$ cat config.mk
export PLATFORM = sky130hd
export DESIGN_NAME = pps_oscillator_phase_aligner
export DESIGN_NICKNAME = d
export VERILOG_FILES = /design/src/rtl/ppsa_pkg.sv /design/src/rtl/ppsa_cfg.sv /design/src/rtl/ppsa_ctrl.sv /design/src/rtl/ppsa_dp.sv /design/src/rtl/pps_oscillator_phase_aligner.sv
export SDC_FILE = /design/constraint.sdc
export NUM_CORES = 1
export LEC_CHECK = 0
export BUFFER_PORTS_ARGS = -buffer_cell sky130_fd_sc_hd__buf_2
export CAP_MARGIN = 20
export CORE_MARGIN = 2
export CORE_UTILIZATION = 36
export DETAILED_ROUTE_END_ITERATION = 10
export SYNTH_ARGS = -nofsm -noshare
export SYNTH_HDL_FRONTEND = slang
export SYNTH_HIERARCHICAL = 1
export SYNTH_SLANG_ARGS = --single-unit
$ cat constraint.sdc
create_clock -name clk_i -period 9.4 [get_ports clk_i]
set_clock_uncertainty 0.15 [all_clocks]
set_input_delay 0 -clock clk_i [delete_from_list [all_inputs] [get_ports clk_i]]
set_output_delay 0 -clock clk_i [all_outputs]
set_load 0.05 [all_outputs]
$ cat src/rtl/ppsa_pkg.sv
`timescale 1ns / 1ps
// ----------------------------------------------------------------------------
// ppsa_pkg
// Shared widths, register indexes, reset values and interface types of the
// pps oscillator phase aligner.
// ----------------------------------------------------------------------------
package ppsa_pkg;

  localparam int CountW    = 26;
  localparam int SecW      = 32;
  localparam int ErrW      = 27;
  localparam int ReloadW   = 32;
  localparam int DivisorW  = 10;
  localparam int DivW      = 32;
  localparam int DivCntW   = $clog2(DivW);
  localparam int CfgIdxW   = 3;
  localparam int CfgDataW  = 26;
  localparam int InDataW   = 64;
  localparam int OutDataW  = 152;

  localparam logic [CfgIdxW-1:0] RegRefPeriod    = 3'd0;
  localparam logic [CfgIdxW-1:0] RegRefHalf      = 3'd1;
  localparam logic [CfgIdxW-1:0] RegSclkTicks    = 3'd2;
  localparam logic [CfgIdxW-1:0] RegRateDivisor  = 3'd3;
  localparam logic [CfgIdxW-1:0] RegLockLimit    = 3'd4;
  localparam logic [CfgIdxW-1:0] RegNominalReload = 3'd5;

  localparam logic [25:0] RstRefPeriod     = 26'd24000000;
  localparam logic [24:0] RstRefHalf       = 25'd12000000;
  localparam logic [25:0] RstSclkTicks     = 26'd24000000;
  localparam logic [9:0]  RstRateDivisor   = 10'd375;
  localparam logic [15:0] RstLockLimit     = 16'd50;
  localparam logic [23:0] RstNominalReload = 24'd4096000;

  typedef struct packed {
    logic [25:0] ref_period;
    logic [24:0] ref_half;
    logic [25:0] sclk_ticks;
    logic [9:0]  rate_divisor;
    logic [15:0] lock_limit;
    logic [23:0] nominal_reload;
  } cfg_t;

  typedef struct packed {
    logic load;
    logic div_start;
    logic div_step;
    logic apply;
  } ctrl_cmd_t;

  typedef struct packed {
    logic need_div;
  } dp_status_t;

endpackage

$ cat src/rtl/ppsa_cfg.sv
`timescale 1ns / 1ps
// ----------------------------------------------------------------------------
// ppsa_cfg
// Configuration register bank, written through an index and data channel.
// ----------------------------------------------------------------------------
module ppsa_cfg (
  input  logic                             clk_i,
  input  logic                             rst_ni,
  input  logic                             cfg_valid_i,
  output logic                             cfg_ready_o,
  input  logic [ppsa_pkg::CfgIdxW-1:0]     cfg_index_i,
  input  logic [ppsa_pkg::CfgDataW-1:0]    cfg_data_i,
  output ppsa_pkg::cfg_t                   cfg_o
);
  import ppsa_pkg::*;

  cfg_t cfg_d, cfg_q;

  assign cfg_ready_o = 1'b1;

  always_comb begin
    cfg_d = cfg_q;
    if (cfg_valid_i) begin
      case (cfg_index_i)
        RegRefPeriod:     cfg_d.ref_period     = cfg_data_i[25:0];
        RegRefHalf:       cfg_d.ref_half       = cfg_data_i[24:0];
        RegSclkTicks:     cfg_d.sclk_ticks     = cfg_data_i[25:0];
        RegRateDivisor:   cfg_d.rate_divisor   = cfg_data_i[9:0];
        RegLockLimit:     cfg_d.lock_limit     = cfg_data_i[15:0];
        RegNominalReload: cfg_d.nominal_reload = cfg_data_i[23:0];
        default: ;
      endcase
    end
  end

  always_ff @(posedge clk_i or negedge rst_ni) begin
    if (!rst_ni) begin
      cfg_q.ref_period     <= RstRefPeriod;
      cfg_q.ref_half       <= RstRefHalf;
      cfg_q.sclk_ticks     <= RstSclkTicks;
      cfg_q.rate_divisor   <= RstRateDivisor;
      cfg_q.lock_limit     <= RstLockLimit;
      cfg_q.nominal_reload <= RstNominalReload;
    end else begin
      cfg_q <= cfg_d;
    end
  end

  assign cfg_o = cfg_q;

endmodule

$ cat src/rtl/ppsa_ctrl.sv
`timescale 1ns / 1ps
// ----------------------------------------------------------------------------
// ppsa_ctrl
// Sequencer: takes an item, runs the divider when a correction is due and
// commits the result into the output register.
// ----------------------------------------------------------------------------
module ppsa_ctrl (
  input  logic                   clk_i,
  input  logic                   rst_ni,
  input  logic                   s_axis_tvalid,
  output logic                   s_axis_tready,
  output logic                   m_axis_tvalid,
  input  logic                   m_axis_tready,
  input  ppsa_pkg::dp_status_t   status_i,
  output ppsa_pkg::ctrl_cmd_t    cmd_o
);
  import ppsa_pkg::*;

  localparam logic [1:0] StIdle   = 2'd0;
  localparam logic [1:0] StDecide = 2'd1;
  localparam logic [1:0] StDiv    = 2'd2;
  localparam logic [1:0] StApply  = 2'd3;

  logic [1:0]         state_d, state_q;
  logic [DivCntW-1:0] cnt_d, cnt_q;
  logic               out_valid_d, out_valid_q;

  always_comb begin
    state_d     = state_q;
    cnt_d       = cnt_q;
    out_valid_d = out_valid_q;
    cmd_o       = '0;
    if (out_valid_q && m_axis_tready) begin
      out_valid_d = 1'b0;
    end
    case (state_q)
      StIdle: begin
        if (s_axis_tvalid) begin
          cmd_o.load = 1'b1;
          state_d    = StDecide;
        end
      end
      StDecide: begin
        if (status_i.need_div) begin
          cmd_o.div_start = 1'b1;
          cnt_d           = '0;
          state_d         = StDiv;
        end else begin
          state_d = StApply;
        end
      end
      StDiv: begin
        cmd_o.div_step = 1'b1;
        cnt_d          = cnt_q + 1'b1;
        if (cnt_q == DivCntW'(DivW - 1)) begin
          state_d = StApply;
        end
      end
      StApply: begin
        if (!out_valid_q || m_axis_tready) begin
          cmd_o.apply = 1'b1;
          out_valid_d = 1'b1;
          state_d     = StIdle;
        end
      end
      default: state_d = StIdle;
    endcase
  end

  always_ff @(posedge clk_i or negedge rst_ni) begin
    if (!rst_ni) begin
      state_q     <= StIdle;
      cnt_q       <= '0;
      out_valid_q <= 1'b0;
    end else begin
      state_q     <= state_d;
      cnt_q       <= cnt_d;
      out_valid_q <= out_valid_d;
    end
  end

  assign s_axis_tready = (state_q == StIdle);
  assign m_axis_tvalid = out_valid_q;

  a_div_only_in_div: assert property (@(posedge clk_i) disable iff (!rst_ni)
    cmd_o.div_step |-> state_q == StDiv)
    else $error("divider stepped outside its state");

  a_apply_slot_free: assert property (@(posedge clk_i) disable iff (!rst_ni)
    cmd_o.apply |-> (!out_valid_q || m_axis_tready))
    else $error("result committed over an untaken result");

  a_load_then_decide: assert property (@(posedge clk_i) disable iff (!rst_ni)
    cmd_o.load |=> state_q == StDecide)
    else $error("item taken without decision step");

endmodule

$ cat src/rtl/ppsa_dp.sv
`timescale 1ns / 1ps
// ----------------------------------------------------------------------------
// ppsa_dp
// Datapath: item register, one-bit-per-cycle restoring divider for the
// reload correction, alignment sequence, error and lock tracking.
// ----------------------------------------------------------------------------
module ppsa_dp (
  input  logic                            clk_i,
  input  logic                            rst_ni,
  input  ppsa_pkg::cfg_t                  cfg_i,
  input  ppsa_pkg::ctrl_cmd_t             cmd_i,
  output ppsa_pkg::dp_status_t            status_o,
  input  logic [ppsa_pkg::InDataW-1:0]    s_axis_tdata,
  input  logic                            s_axis_tuser,
  output logic [ppsa_pkg::OutDataW-1:0]   m_axis_tdata,
  output logic                            m_axis_tuser
);
  import ppsa_pkg::*;

  function automatic logic [ErrW-1:0] mag(input logic signed [ErrW-1:0] v);
    logic signed [ErrW-1:0] n;
    n = -v;
    return v[ErrW-1] ? n : v;
  endfunction

  // item register
  logic              act_q;
  logic [CountW-1:0] count_q;
  logic [SecW-1:0]   sec_val_q;

  // divider
  logic [DivisorW-1:0] rem_d, rem_q;
  logic [DivW-1:0]     quo_d, quo_q;
  logic                neg_d, neg_q;

  // block state
  logic [SecW-1:0]    seconds_d, seconds_q;
  logic [ErrW-1:0]    cur_err_d, cur_err_q;
  logic [CountW-1:0]  cur_cap_d, cur_cap_q;
  logic [ErrW-1:0]    phase_d, phase_q;
  logic [ReloadW-1:0] period_d, period_q;
  logic [2:0]         step_d, step_q;
  logic               armed_d, armed_q;
  logic               done_d, done_q;
  logic               lock_d, lock_q;
  logic               rv_d, rv_q;
  logic [ReloadW-1:0] rval_d, rval_q;

  logic signed [27:0]     win_limit;
  logic                   beyond;
  logic signed [ErrW-1:0] diff;
  logic [ErrW-1:0]        abs_diff;
  logic [DivisorW-1:0]    divisor;
  logic [DivisorW:0]      trial;
  logic                   trial_ge;
  logic signed [33:0]     q_s;
  logic signed [33:0]     corr_sum;
  logic [ReloadW-1:0]     corr;
  logic [2:0]             step_inc;
  logic signed [ErrW-1:0] err_new;
  logic signed [ErrW-1:0] phase_new;
  logic [ErrW-1:0]        lim_ext;

  always_ff @(posedge clk_i) begin
    if (cmd_i.load) begin
      act_q     <= s_axis_tuser;
      count_q   <= s_axis_tdata[CountW-1:0];
      sec_val_q <= s_axis_tdata[CountW+SecW-1:CountW];
    end
  end

  // capture window
  assign win_limit = $signed({2'b00, cfg_i.ref_period})
                   - $signed({11'd0, cfg_i.lock_limit, 1'b0});
  assign beyond    = $signed({2'b00, count_q}) > win_limit;
  assign status_o.need_div = !act_q && armed_q && (step_q == 3'd0) && !beyond;

  // divider
  assign diff     = $signed({2'b00, cfg_i.ref_half}) - $signed({1'b0, count_q});
  assign abs_diff = mag(diff);
  assign divisor  = (cfg_i.rate_divisor == '0) ? DivisorW'(1) : cfg_i.rate_divisor;
  assign trial    = {rem_q, quo_q[DivW-1]};
  assign trial_ge = trial >= {1'b0, divisor};

  always_comb begin
    rem_d = rem_q;
    quo_d = quo_q;
    neg_d = neg_q;
    if (cmd_i.div_start) begin
      rem_d = '0;
      quo_d = {abs_diff[CountW-1:0], 6'd0};
      neg_d = diff[ErrW-1];
    end else if (cmd_i.div_step) begin
      rem_d = trial_ge ? DivisorW'(trial - {1'b0, divisor}) : trial[DivisorW-1:0];
      quo_d = {quo_q[DivW-2:0], trial_ge};
    end
  end

  always_ff @(posedge clk_i) begin
    rem_q <= rem_d;
    quo_q <= quo_d;
    neg_q <= neg_d;
  end

  // correction with saturation
  assign q_s      = neg_q ? -$signed({2'b00, quo_q}) : $signed({2'b00, quo_q});
  assign corr_sum = q_s + $signed({10'd0, cfg_i.nominal_reload});
  always_comb begin
    if (corr_sum[33:31] == 3'b000 || corr_sum[33:31] == 3'b111) begin
      corr = corr_sum[31:0];
    end else if (corr_sum[33]) begin
      corr = {1'b1, {(ReloadW-1){1'b0}}};
    end else begin
      corr = {1'b0, {(ReloadW-1){1'b1}}};
    end
  end

  assign step_inc  = step_q + 3'd1;
  assign err_new   = $signed({1'b0, count_q}) - $signed({1'b0, cur_cap_q});
  assign phase_new = $signed({2'b00, cfg_i.sclk_ticks[CountW-1:1]})
                   - $signed({1'b0, count_q});
  assign lim_ext   = {11'd0, cfg_i.lock_limit};

  always_comb begin
    seconds_d = seconds_q;
    cur_err_d = cur_err_q;
    cur_cap_d = cur_cap_q;
    phase_d   = phase_q;
    period_d  = period_q;
    step_d    = step_q;
    armed_d   = armed_q;
    done_d    = done_q;
    lock_d    = lock_q;
    rv_d      = rv_q;
    rval_d    = rval_q;
    if (cmd_i.apply) begin
      rv_d   = 1'b0;
      rval_d = '0;
      if (act_q) begin
        armed_d   = 1'b1;
        done_d    = 1'b0;
        seconds_d = sec_val_q;
      end else begin
        if (armed_q && !(step_q == 3'd0 && beyond)) begin
          if (step_q == 3'd0) begin
            rv_d   = 1'b1;
            rval_d = corr;
          end
          step_d = step_inc;
          if (step_inc == 3'd2) begin
            rv_d   = 1'b1;
            rval_d = {8'd0, cfg_i.nominal_reload};
          end
          if (step_inc >= 3'd4) begin
            step_d  = '0;
            armed_d = 1'b0;
            done_d  = 1'b1;
          end
        end
        cur_cap_d = count_q;
        cur_err_d = err_new;
        period_d  = {6'd0, cfg_i.sclk_ticks} + {{(ReloadW-ErrW){err_new[ErrW-1]}}, err_new};
        phase_d   = phase_new;
        if (mag(err_new) < lim_ext && mag(cur_err_q) < lim_ext
            && mag(phase_new) < lim_ext) begin
          lock_d = 1'b1;
        end
        seconds_d = seconds_q + 1'b1;
      end
    end
  end

  always_ff @(posedge clk_i or negedge rst_ni) begin
    if (!rst_ni) begin
      seconds_q <= '0;
      cur_err_q <= '0;
      cur_cap_q <= '0;
      phase_q   <= '0;
      period_q  <= '0;
      step_q    <= '0;
      armed_q   <= 1'b0;
      done_q    <= 1'b0;
      lock_q    <= 1'b0;
      rv_q      <= 1'b0;
      rval_q    <= '0;
    end else begin
      seconds_q <= seconds_d;
      cur_err_q <= cur_err_d;
      cur_cap_q <= cur_cap_d;
      phase_q   <= phase_d;
      period_q  <= period_d;
      step_q    <= step_d;
      armed_q   <= armed_d;
      done_q    <= done_d;
      lock_q    <= lock_d;
      rv_q      <= rv_d;
      rval_q    <= rval_d;
    end
  end

  // state only moves on a commit, which waits for the output slot
  assign m_axis_tdata = {seconds_q, done_q, lock_q, phase_q, cur_err_q, period_q, rval_q};
  assign m_axis_tuser = rv_q;

  a_armed_not_done: assert property (@(posedge clk_i) disable iff (!rst_ni)
    !(armed_q && done_q))
    else $error("alignment armed and done together");

  a_step_range: assert property (@(posedge clk_i) disable iff (!rst_ni)
    step_q < 3'd4)
    else $error("alignment step out of range");

  a_idle_step_zero: assert property (@(posedge clk_i) disable iff (!rst_ni)
    !armed_q |-> step_q == 3'd0)
    else $error("alignment step moved while not armed");

  a_no_reload_zero: assert property (@(posedge clk_i) disable iff (!rst_ni)
    !rv_q |-> rval_q == '0)
    else $error("reload value without reload flag");

endmodule

$ cat src/rtl/pps_oscillator_phase_aligner.sv
`timescale 1ns / 1ps
// ----------------------------------------------------------------------------
// pps_oscillator_phase_aligner
// Top level: compares a local oscillator with a one-second reference and
// drives timer reloads for phase alignment.
// ----------------------------------------------------------------------------
// An item is a shift request (tuser high) or a one-second tick with the
// captured reference count (tuser low); each item gives exactly one result.
// A shift request or an ordinary tick passes through the decide and apply
// states to the result register; the tick that issues the phase correction
// also runs the divider state between them, because the correction goes
// through a restoring divider that resolves one quotient bit per cycle.
// The apply state waits until the output slot is free. The input is taken
// again as soon as the result is committed, even while that result still
// waits to be read; no new item is taken before then. Configuration writes
// are always accepted and must only be made while the block is idle.
module pps_oscillator_phase_aligner (
  input  logic                            clk_i,
  input  logic                            rst_ni,
  // slave side
  input  logic                            s_axis_tvalid,
  output logic                            s_axis_tready,
  // captured_count, seconds_value, zero pad
  input  logic [ppsa_pkg::InDataW-1:0]    s_axis_tdata,
  // action
  input  logic                            s_axis_tuser,
  // master side
  output logic                            m_axis_tvalid,
  input  logic                            m_axis_tready,
  // reload_value, period_estimate, frequency_error, phase_error, locked,
  // shift_done, seconds_count
  output logic [ppsa_pkg::OutDataW-1:0]   m_axis_tdata,
  // reload_valid
  output logic                            m_axis_tuser,
  // configuration
  input  logic                            cfg_valid_i,
  output logic                            cfg_ready_o,
  input  logic [ppsa_pkg::CfgIdxW-1:0]    cfg_index_i,
  input  logic [ppsa_pkg::CfgDataW-1:0]   cfg_data_i
);
  import ppsa_pkg::*;

  cfg_t       cfg;
  ctrl_cmd_t  cmd;
  dp_status_t status;

  ppsa_cfg u_cfg (
    .clk_i       (clk_i),
    .rst_ni      (rst_ni),
    .cfg_valid_i (cfg_valid_i),
    .cfg_ready_o (cfg_ready_o),
    .cfg_index_i (cfg_index_i),
    .cfg_data_i  (cfg_data_i),
    .cfg_o       (cfg)
  );

  ppsa_ctrl u_ctrl (
    .clk_i         (clk_i),
    .rst_ni        (rst_ni),
    .s_axis_tvalid (s_axis_tvalid),
    .s_axis_tready (s_axis_tready),
    .m_axis_tvalid (m_axis_tvalid),
    .m_axis_tready (m_axis_tready),
    .status_i      (status),
    .cmd_o         (cmd)
  );

  ppsa_dp u_dp (
    .clk_i        (clk_i),
    .rst_ni       (rst_ni),
    .cfg_i        (cfg),
    .cmd_i        (cmd),
    .status_o     (status),
    .s_axis_tdata (s_axis_tdata),
    .s_axis_tuser (s_axis_tuser),
    .m_axis_tdata (m_axis_tdata),
    .m_axis_tuser (m_axis_tuser)
  );

endmodule

==> results list, run 1 <==
- Headroom to the max-slew limit came out at 33.5%.
* Clock sink count: 416
- Async S/R FF share, synth: 75.5%
- STA classifies the critical path startpoint as a flop.
- Hold/Removal Path Class: input port to flop
- Worst Slack Setup Final: 1.65 ns
- Endpoint class of the critical path: flop
- # nets final: 3,835
- Max-cap violations in this run came to 0.
- Post-synthesis instance total: 3,129
* Cell area power density: 389 nW/µm²
* Number of buffers on the longest clock path: 3
* Combined area of the multi-input logic cells: 17,300 µm²
- Actual slew at the worst max-slew pin: 0.998 ns
- Flop2flop setup slack: 1.65 ns
- Leakage: 0.0153 µW
- Category of the critical setup timing path: flop to flop
- The number of pins with negative max-slew slack in the final report was 0.
- Clock tree from TritonCTS: yes
- Status: complete, no violations
- Initial drt markers: 1,645
- Sequential cells were found to cover 37.0% of the synthesized design area.
* Mean instance size in the synthesized netlist: 9.35 µm²
- In the global route stage, overall resource usage came out at 20.5%.
* Net Sw Power: 6750 µW
* Starting density of the core: 36.3%
- Proportion of layout cells with a drive suffix above 1: 17.5%
* Worst slack at placement: 1.72 ns
- Required time worst endpoint: 9.46 ns
* Count of final hold-check violations: 0
- Post-Syn Area: 29,300 µm²
- The count of buffers added on input and output ports is 247.
* Crit-path leading delay family: compound AO/OA/AOI/OAI gates
* Dpl cell area: 31,600 µm²
* Cell with the biggest individual delay on the critical path: sky130_fd_sc_hd__and2_1
- Cells resized by post-CTS repair: 0
* Flip-flop cell with the highest count after synthesis: sky130_fd_sc_hd__dfrtp_1
- The routed layout has 24,723 vias.
- In the routed design, unresolved DRC markers number 0.
- Along the worst path, the maximum fanout reaches 27.
- Clock-pin slew of the registers on the worst-case setup and hold paths: 0.06 ns
* Maximum clock frequency: 129 MHz
- The netlist uses 100 different library cells.
* Unrepaired setup endpoints after global routing: no
- Nets in the synthesized netlist: 3,472
- In this design, the stage delay of the slowest critical-path cell is 0.70 ns.
- Routed wire length: 87.3 mm
* Vias per std cell: 5.37
- Row generation in the floorplan step produced 104 rows.
- The area growth from synthesis to layout is 19.3%.
- Internal power comes to 6840 µW.
- CTS root buf: sky130_fd_sc_hd__clkbuf_16
- Later-pin clock latency in the skew report: 0.63 ns
* Die ar.: 83,600 µm²
* Setup TNS after final layout: 0 ns
* Post-CTS repair timing setup buffer count: 0
* H-tree lvl count: 2
- Arrival time worst endpoint: 7.81 ns
- Storage cell area: 10,800 µm²
- Relative contribution of the clock network to total power: 15.4%
- Setup violations remaining at the end of the flow were counted as 0.
* CP bufs+invs: 1
* Post-DP HPWL: 65.5 mm
- The final critical path takes up 82.5% of the cycle.
- The number of clock buffers added by TritonCTS is 51.
* Floorplan die width: 289 µm
- Mean routed wirelength per cell: 19.0 µm
* Top Ports: 255
- Combinational logic is responsible for 61.9% of the overall power.
- Peak supply drop: 0.195 mV
- In this run, synthesis produced a sequential element count of 416.
* Number of synthesized flops with an enable pin: 86
* Initial DRT Pass Iterations: 5
* Design area: 34,900 µm²
- Cells fill 43.4% of the core in the end.
- Crit path time final: 7.75 ns
- In this run the vertical extent of the chip is 289 µm.
- Maximum number of pins on one net before global-route repair: 91
- The initial antenna violation count came to 9.
- During synthesis, Yosys emitted a total of 6 warnings.
- GR Overflow Total: 0
- Sequential Power Share: 22.8%
* Worst hold slack after final layout: 0.0396 ns
- Final weighted congestion in routability-driven placement: 0.879
- Remaining number of nets flagged by the antenna check after routing: 0
- The total area inside the core boundary comes to 80,500 µm².
* Cell with the most instances on the worst path: sky130_fd_sc_hd__a21oi_1
- Switching share of power: 49.6%
- The first global-routing pass estimated 136 mm of wire.
* Number of global-route vias before repair: 23,256
- Number of fill cells: 7,821
## what timing repair did
| item | in CTS | in global routing |
|---|---|---|
| hold buffers | 152 | 0 |
| endpoints found under the setup margin | 0 | 0 |
| endpoints found under the hold margin | 299 | 0 |
## path summary, 6_finish.rpt
path                                                    from                            end  cells past startpoint
worst min register to register  u_dp/period_q[2]$_DFFE_PN0P_   u_dp/period_q[2]$_DFFE_PN0P_                      2
worst max register to register   u_cfg/cfg_o[25]$_DFFE_PN1P_       u_dp/quo_q[19]$_DFFE_PP_                     27
worst min-delay path                         s_axis_tdata[0]      u_dp/count_q[0]$_DFFE_PP_                      2
max in group asynchronous                             rst_ni  u_dp/period_q[27]$_DFFE_PN0P_                      5
min in group asynchronous                             rst_ni    u_cfg/cfg_o[44]$_DFFE_PN1P_                      3
worst max-delay path             u_cfg/cfg_o[25]$_DFFE_PN1P_       u_dp/quo_q[19]$_DFFE_PP_                     27
## layout make-up
cell class	count	share of cell area, %
Inverter	175	1.88
Tap cell	1060	3.80
Sequential cell	416	31.0
Antenna cell	7	0.0502
Multi-Input combinational cell	2420	49.6
Timing Repair Buffer	428	8.60
Clock buffer	66	4.02
Clock inverter	30	1.09
## cells by family (layout without fill, tap and decap cells)
logic type      after synthesis  after routing  share of synthesized area [%]
fa+ha+maj                   245            245                           10.6
mux                         173            173                           6.58
other cells                   1              8                         0.0128
xor+xnor                    225            225                           6.76
simple gates                886            886                           15.3
flops                       416            416                           37.0
compound gates              890            890                           19.7
buf+inv                     293            699                           4.06
## power by group through the flow
stage	clock [µW]	combinational, µW	sequential [µW]
after floorplan	0	5400	3840
after global placement	0	8200	3110
after detailed placement	0	8260	3120
after CTS	2140	8370	3100
after global routing	2220	9270	3190
final	2090	8400	3100
## layer usage
metal	track usage [%]	wire length (µm)
met3	2.69	4410
met5	0	38
met1	29.3	41200
met2	33.0	39900
met4	4.97	1860
## stage by stage
stage / power [µW] / cells
2_1_floorplan: 9240 / 3129
3_3_place_gp: 11300 / 4347
3_5_place_dp: 11400 / 4347
4_1_cts: 13600 / 4595
5_1_grt: 14700 / 4600
6_report: 13600 / 4602
## state kept, by name, indices dropped and copies added (netlist names), 3 cells and up
register and cells:
u_dp/sec_val_q 32, u_dp/count_q 26, u_dp/seconds_q 32, u_dp/cur_cap_q 26, u_ctrl/cnt_q 5, u_dp/step_q 3, u_dp/phase_q 27, u_dp/cur_err_q 27
u_dp/rval_q 32, u_cfg/cfg_o 127, u_dp/quo_q 32, u_dp/period_q 28, u_dp/rem_q 10
## cells in the final DEF (no fill, tap or decap), types with 147 or more instances in the layout
| cell | n |
|---|---|
| sky130_fd_sc_hd__dlygate4sd3_1 | 151 |
| sky130_fd_sc_hd__mux2_2 | 149 |
| sky130_fd_sc_hd__inv_1 | 174 |
| sky130_fd_sc_hd__buf_2 | 246 |
| sky130_fd_sc_hd__a21oi_1 | 209 |
| sky130_fd_sc_hd__nor2_1 | 192 |
| sky130_fd_sc_hd__ha_1 | 237 |
| sky130_fd_sc_hd__nand2_1 | 251 |
| sky130_fd_sc_hd__o21ai_0 | 242 |
| sky130_fd_sc_hd__xnor2_1 | 147 |
| sky130_fd_sc_hd__dfrtp_1 | 268 |
## synthesized netlist by cell type, drive strengths merged (26+ instances only)
cell type	count	share of area, %
or3	26	0.56
edfxtp	86	8.8
xnor2	148	4.5
a211oi	31	0.80
xor2	77	2.3
a21oi	209	3.6
dfstp	46	4.1
and3	28	0.60
a21o	57	1.5
o22ai	38	0.81
o21ai	248	4.2
o21a	41	1.1
buf	33	0.73
nor3	64	1.1
nand4	31	0.66
nand2b	44	0.97
mux2	151	5.8
inv	175	2.2
nor2	192	2.5
ha	237	10
a22o	26	0.78
clkbuf	85	1.1
dfrtp	268	23
nand2	251	3.2
o31ai	34	0.94
nand3	68	1.2
nor2b	54	1.2
and2	26	0.56
(Power assumes the default switching activity.)
==> inputs of run 2 (changes only) <==
==> constraint.sdc (replaced) <==
create_clock -name clk_i -period 7.9 [get_ports clk_i]
set_clock_uncertainty 0.15 [all_clocks]
set_input_delay 0 -clock clk_i [delete_from_list [all_inputs] [get_ports clk_i]]
set_output_delay 0 -clock clk_i [all_outputs]
set_load 0.05 [all_outputs]
==> run 2 against run 1 <==
Net effect:
- register-to-register slack got worse by 1.0 ns
- critical path depth is the same
- clock power grew 15%
- die area unchanged
- sequential share of layout area up 0.066 points
- worst hold slack worse by 0.014 ns
- design area down 0.21%
- utilization down 0.092 points
==> results list, run 2 (synthesis results as in run 1) <==
- The flow ran to the end, and the final reports show no timing, DRC or antenna violations.
- Maximum clock frequency: 137 MHz
* Routed wire length: 88.3 mm
- GR Overflow Total: 0
- Before CTS, the worst setup slack after placement is 0.740 ns.
* CP bufs+invs: 1
- Later-pin clock latency in the skew report: 0.62 ns
- Count of placed standard cells in the final layout, fillers left out: 4,596
- Cell area power density: 464 nW/µm²
- H-tree lvl count: 2
- Across the run, the number of max-cap violations was 0.
- Starting density of the core: 36.3%
- The floorplan step defined a die boundary enclosing 83,600 µm².
* Clock sink count: 416
- Cell count after placement: 4,350
- In this run, the combinational gates consume 62.3% of the power.
- The initial antenna violation count came to 8.
* Launching element of the worst setup path: u_cfg/cfg_o[25]$_DFFE_PN1P_
* Final number of max-transition violations: 0
- The number of clock buffers added by TritonCTS is 49.
- Category of the critical setup timing path: flop to flop
- Setup repair after global routing left no endpoint under its margin.
- Across all layers, the routed design uses 24,891 vias.
- Cell internal power was estimated by the tool at 8090 µW.
- Peak supply drop: 0.242 mV
- Switching share of power: 49.9%
* Cells resized by post-CTS repair: 0
- Input and output buffers added on the ports amount to 247.
* Highest-count cells in the layout ignoring fill and taps: sky130_fd_sc_hd__dfrtp_1 (268), sky130_fd_sc_hd__nand2_1 (251), sky130_fd_sc_hd__buf_2 (246)
- CP startpoint kind: flop
- In the routed layout, each cell is associated on average with a via count of 5.42.
- The floorplan step defined a core boundary enclosing 80,500 µm².
- Number of hold buffers added after cts: 151
- The kind of cell with the highest combined delay along the critical path is compound AO/OA/AOI/OAI gates.
- Required time worst endpoint: 7.97 ns
* Sequential Power Share: 22.8%
- Routability-driven placement finished with a final weighted congestion of 0.906.
* Slew HR: 32.4%
- Entering global routing, the biggest net connects 90 pins.
- After detailed routing, the number of remaining DRC violations is 0.
- At the pin with the least slew margin, the transition time is 1.01 ns.
- Top Ports: 255
* Initial drt markers: 1,743
- In this run the horizontal extent of the chip is 289 µm.
* Remaining number of nets flagged by the antenna check after routing: 0
* Proportion of layout cells with a drive suffix above 1: 17.5%
- Setup violators final: 0
* Worst Slack Setup Final: 0.601 ns
- The worst setup path is captured at a flop.
- Before antenna repair, the detailed router went through 8 iterations.
* Crit path time final: 7.30 ns
* Share of the cycle needed by the critical path after routing: 92.4%
* Critical Path Fanout Max: 27
- The root buffer cell chosen for the clock tree is sky130_fd_sc_hd__clkbuf_16.
- Cell with the biggest individual delay on the critical path: sky130_fd_sc_hd__or2_2
* Hold/Removal Path Class: input port to flop
- Arrival time worst endpoint: 7.37 ns
- Area overhead of the layout relative to synthesis: 19.1%
- Number of global-route vias before repair: 23,402
* Setup TNS after final layout: 0 ns
- Post-CTS repair timing setup buffer count: 0
* Number of buffers on the longest clock path: 3
- Mean routed wirelength per cell: 19.2 µm
- Cell with the most instances on the worst path: sky130_fd_sc_hd__a21oi_1
- Worst hold slack after final layout: 0.0253 ns
- Worst Min Path Start: s_axis_tdata[0]
- Net Sw Power: 8070 µW
- Post-DP HPWL: 66.4 mm
- Across every metal layer, demand over resource in global routing totals 20.6%.
* Die Y: 289 µm
* # nets final: 3,835
- Count of final hold-check violations: 0
- Leakage: 0.0152 µW
- Clock tree from TritonCTS: yes
- On the worst path, the slowest cell contributes a delay of 0.61 ns.
* Number of flip-flops in the largest register: 127
- Per report_power, the clock group accounts for 14.9% of the total.
- The library cell used most frequently in the layout, excluding fill and tap cells, is sky130_fd_sc_hd__dfrtp_1.
- The first global-routing pass estimated 136 mm of wire.
* Clock-pin slew of the registers on the worst-case setup and hold paths: 0.06 ns
- Reg2reg start: u_cfg/cfg_o[25]$_DFFE_PN1P_
- Row generation in the floorplan step produced 104 rows.
-- run 2: per-stage QoR --
stage / total power, µW / utilization [%] / area, µm²
after floorplan: 11000 / - / 29300
after global placement: 13500 / 39.2 / 31600
after detailed placement: 13600 / 39.2 / 31600
after CTS: 16200 / 43.3 / 34800
after global routing: 17400 / 43.3 / 34800
final: 16200 / 43.3 / 34900
-- run 2: power groups by stage --
stage	registers (µW)	clock network (µW)	logic [µW]
after global routing	3790	2550	11100
after global placement	3700	0	9780
after detailed placement	3720	0	9870
after CTS	3680	2470	10000
after floorplan	4570	0	6420
final	3680	2400	10100
-- run 2: metal layers --
| layer | GRT usage, % | routed length (µm) | vias up |
|---|---|---|---|
| met5 | 0 | 87 | - |
| met4 | 5.13 | 1990 | 14 |
| met3 | 3.23 | 4870 | 127 |
| met2 | 33.6 | 40300 | 623 |
| met1 | 28.7 | 41000 | 11931 |
| li1 | - | - | 12196 |
-- run 2: cell type report --
| cell class | instances | area, µm² |
|---|---|---|
| antenna | 3 | 7.51 |
| clock buffer | 65 | 1380 |
| clock inverter | 27 | 328 |
| fill | 7836 | 45700 |
| inverter | 175 | 657 |
| multi-input combinational | 2420 | 17300 |
| sequential | 416 | 10800 |
| tap | 1060 | 1330 |
| timing repair buffer | 430 | 3020 |
-- run 2: final timing paths --
kind                                           endpoint  slack, ns  depth (start not counted)
setup / recovery               u_dp/quo_q[31]$_DFFE_PP_       0.60                         27
hold / removal                u_dp/count_q[0]$_DFFE_PP_       0.03                          2
setup reg to reg               u_dp/quo_q[31]$_DFFE_PP_       0.60                         27
hold reg to reg            u_dp/period_q[9]$_DFFE_PN0P_       0.32                          2
max in group asynchronous   u_dp/rval_q[23]$_DFFE_PN0P_       6.17                          4
min in group asynchronous   u_cfg/cfg_o[46]$_DFFE_PN1P_       0.42                          3
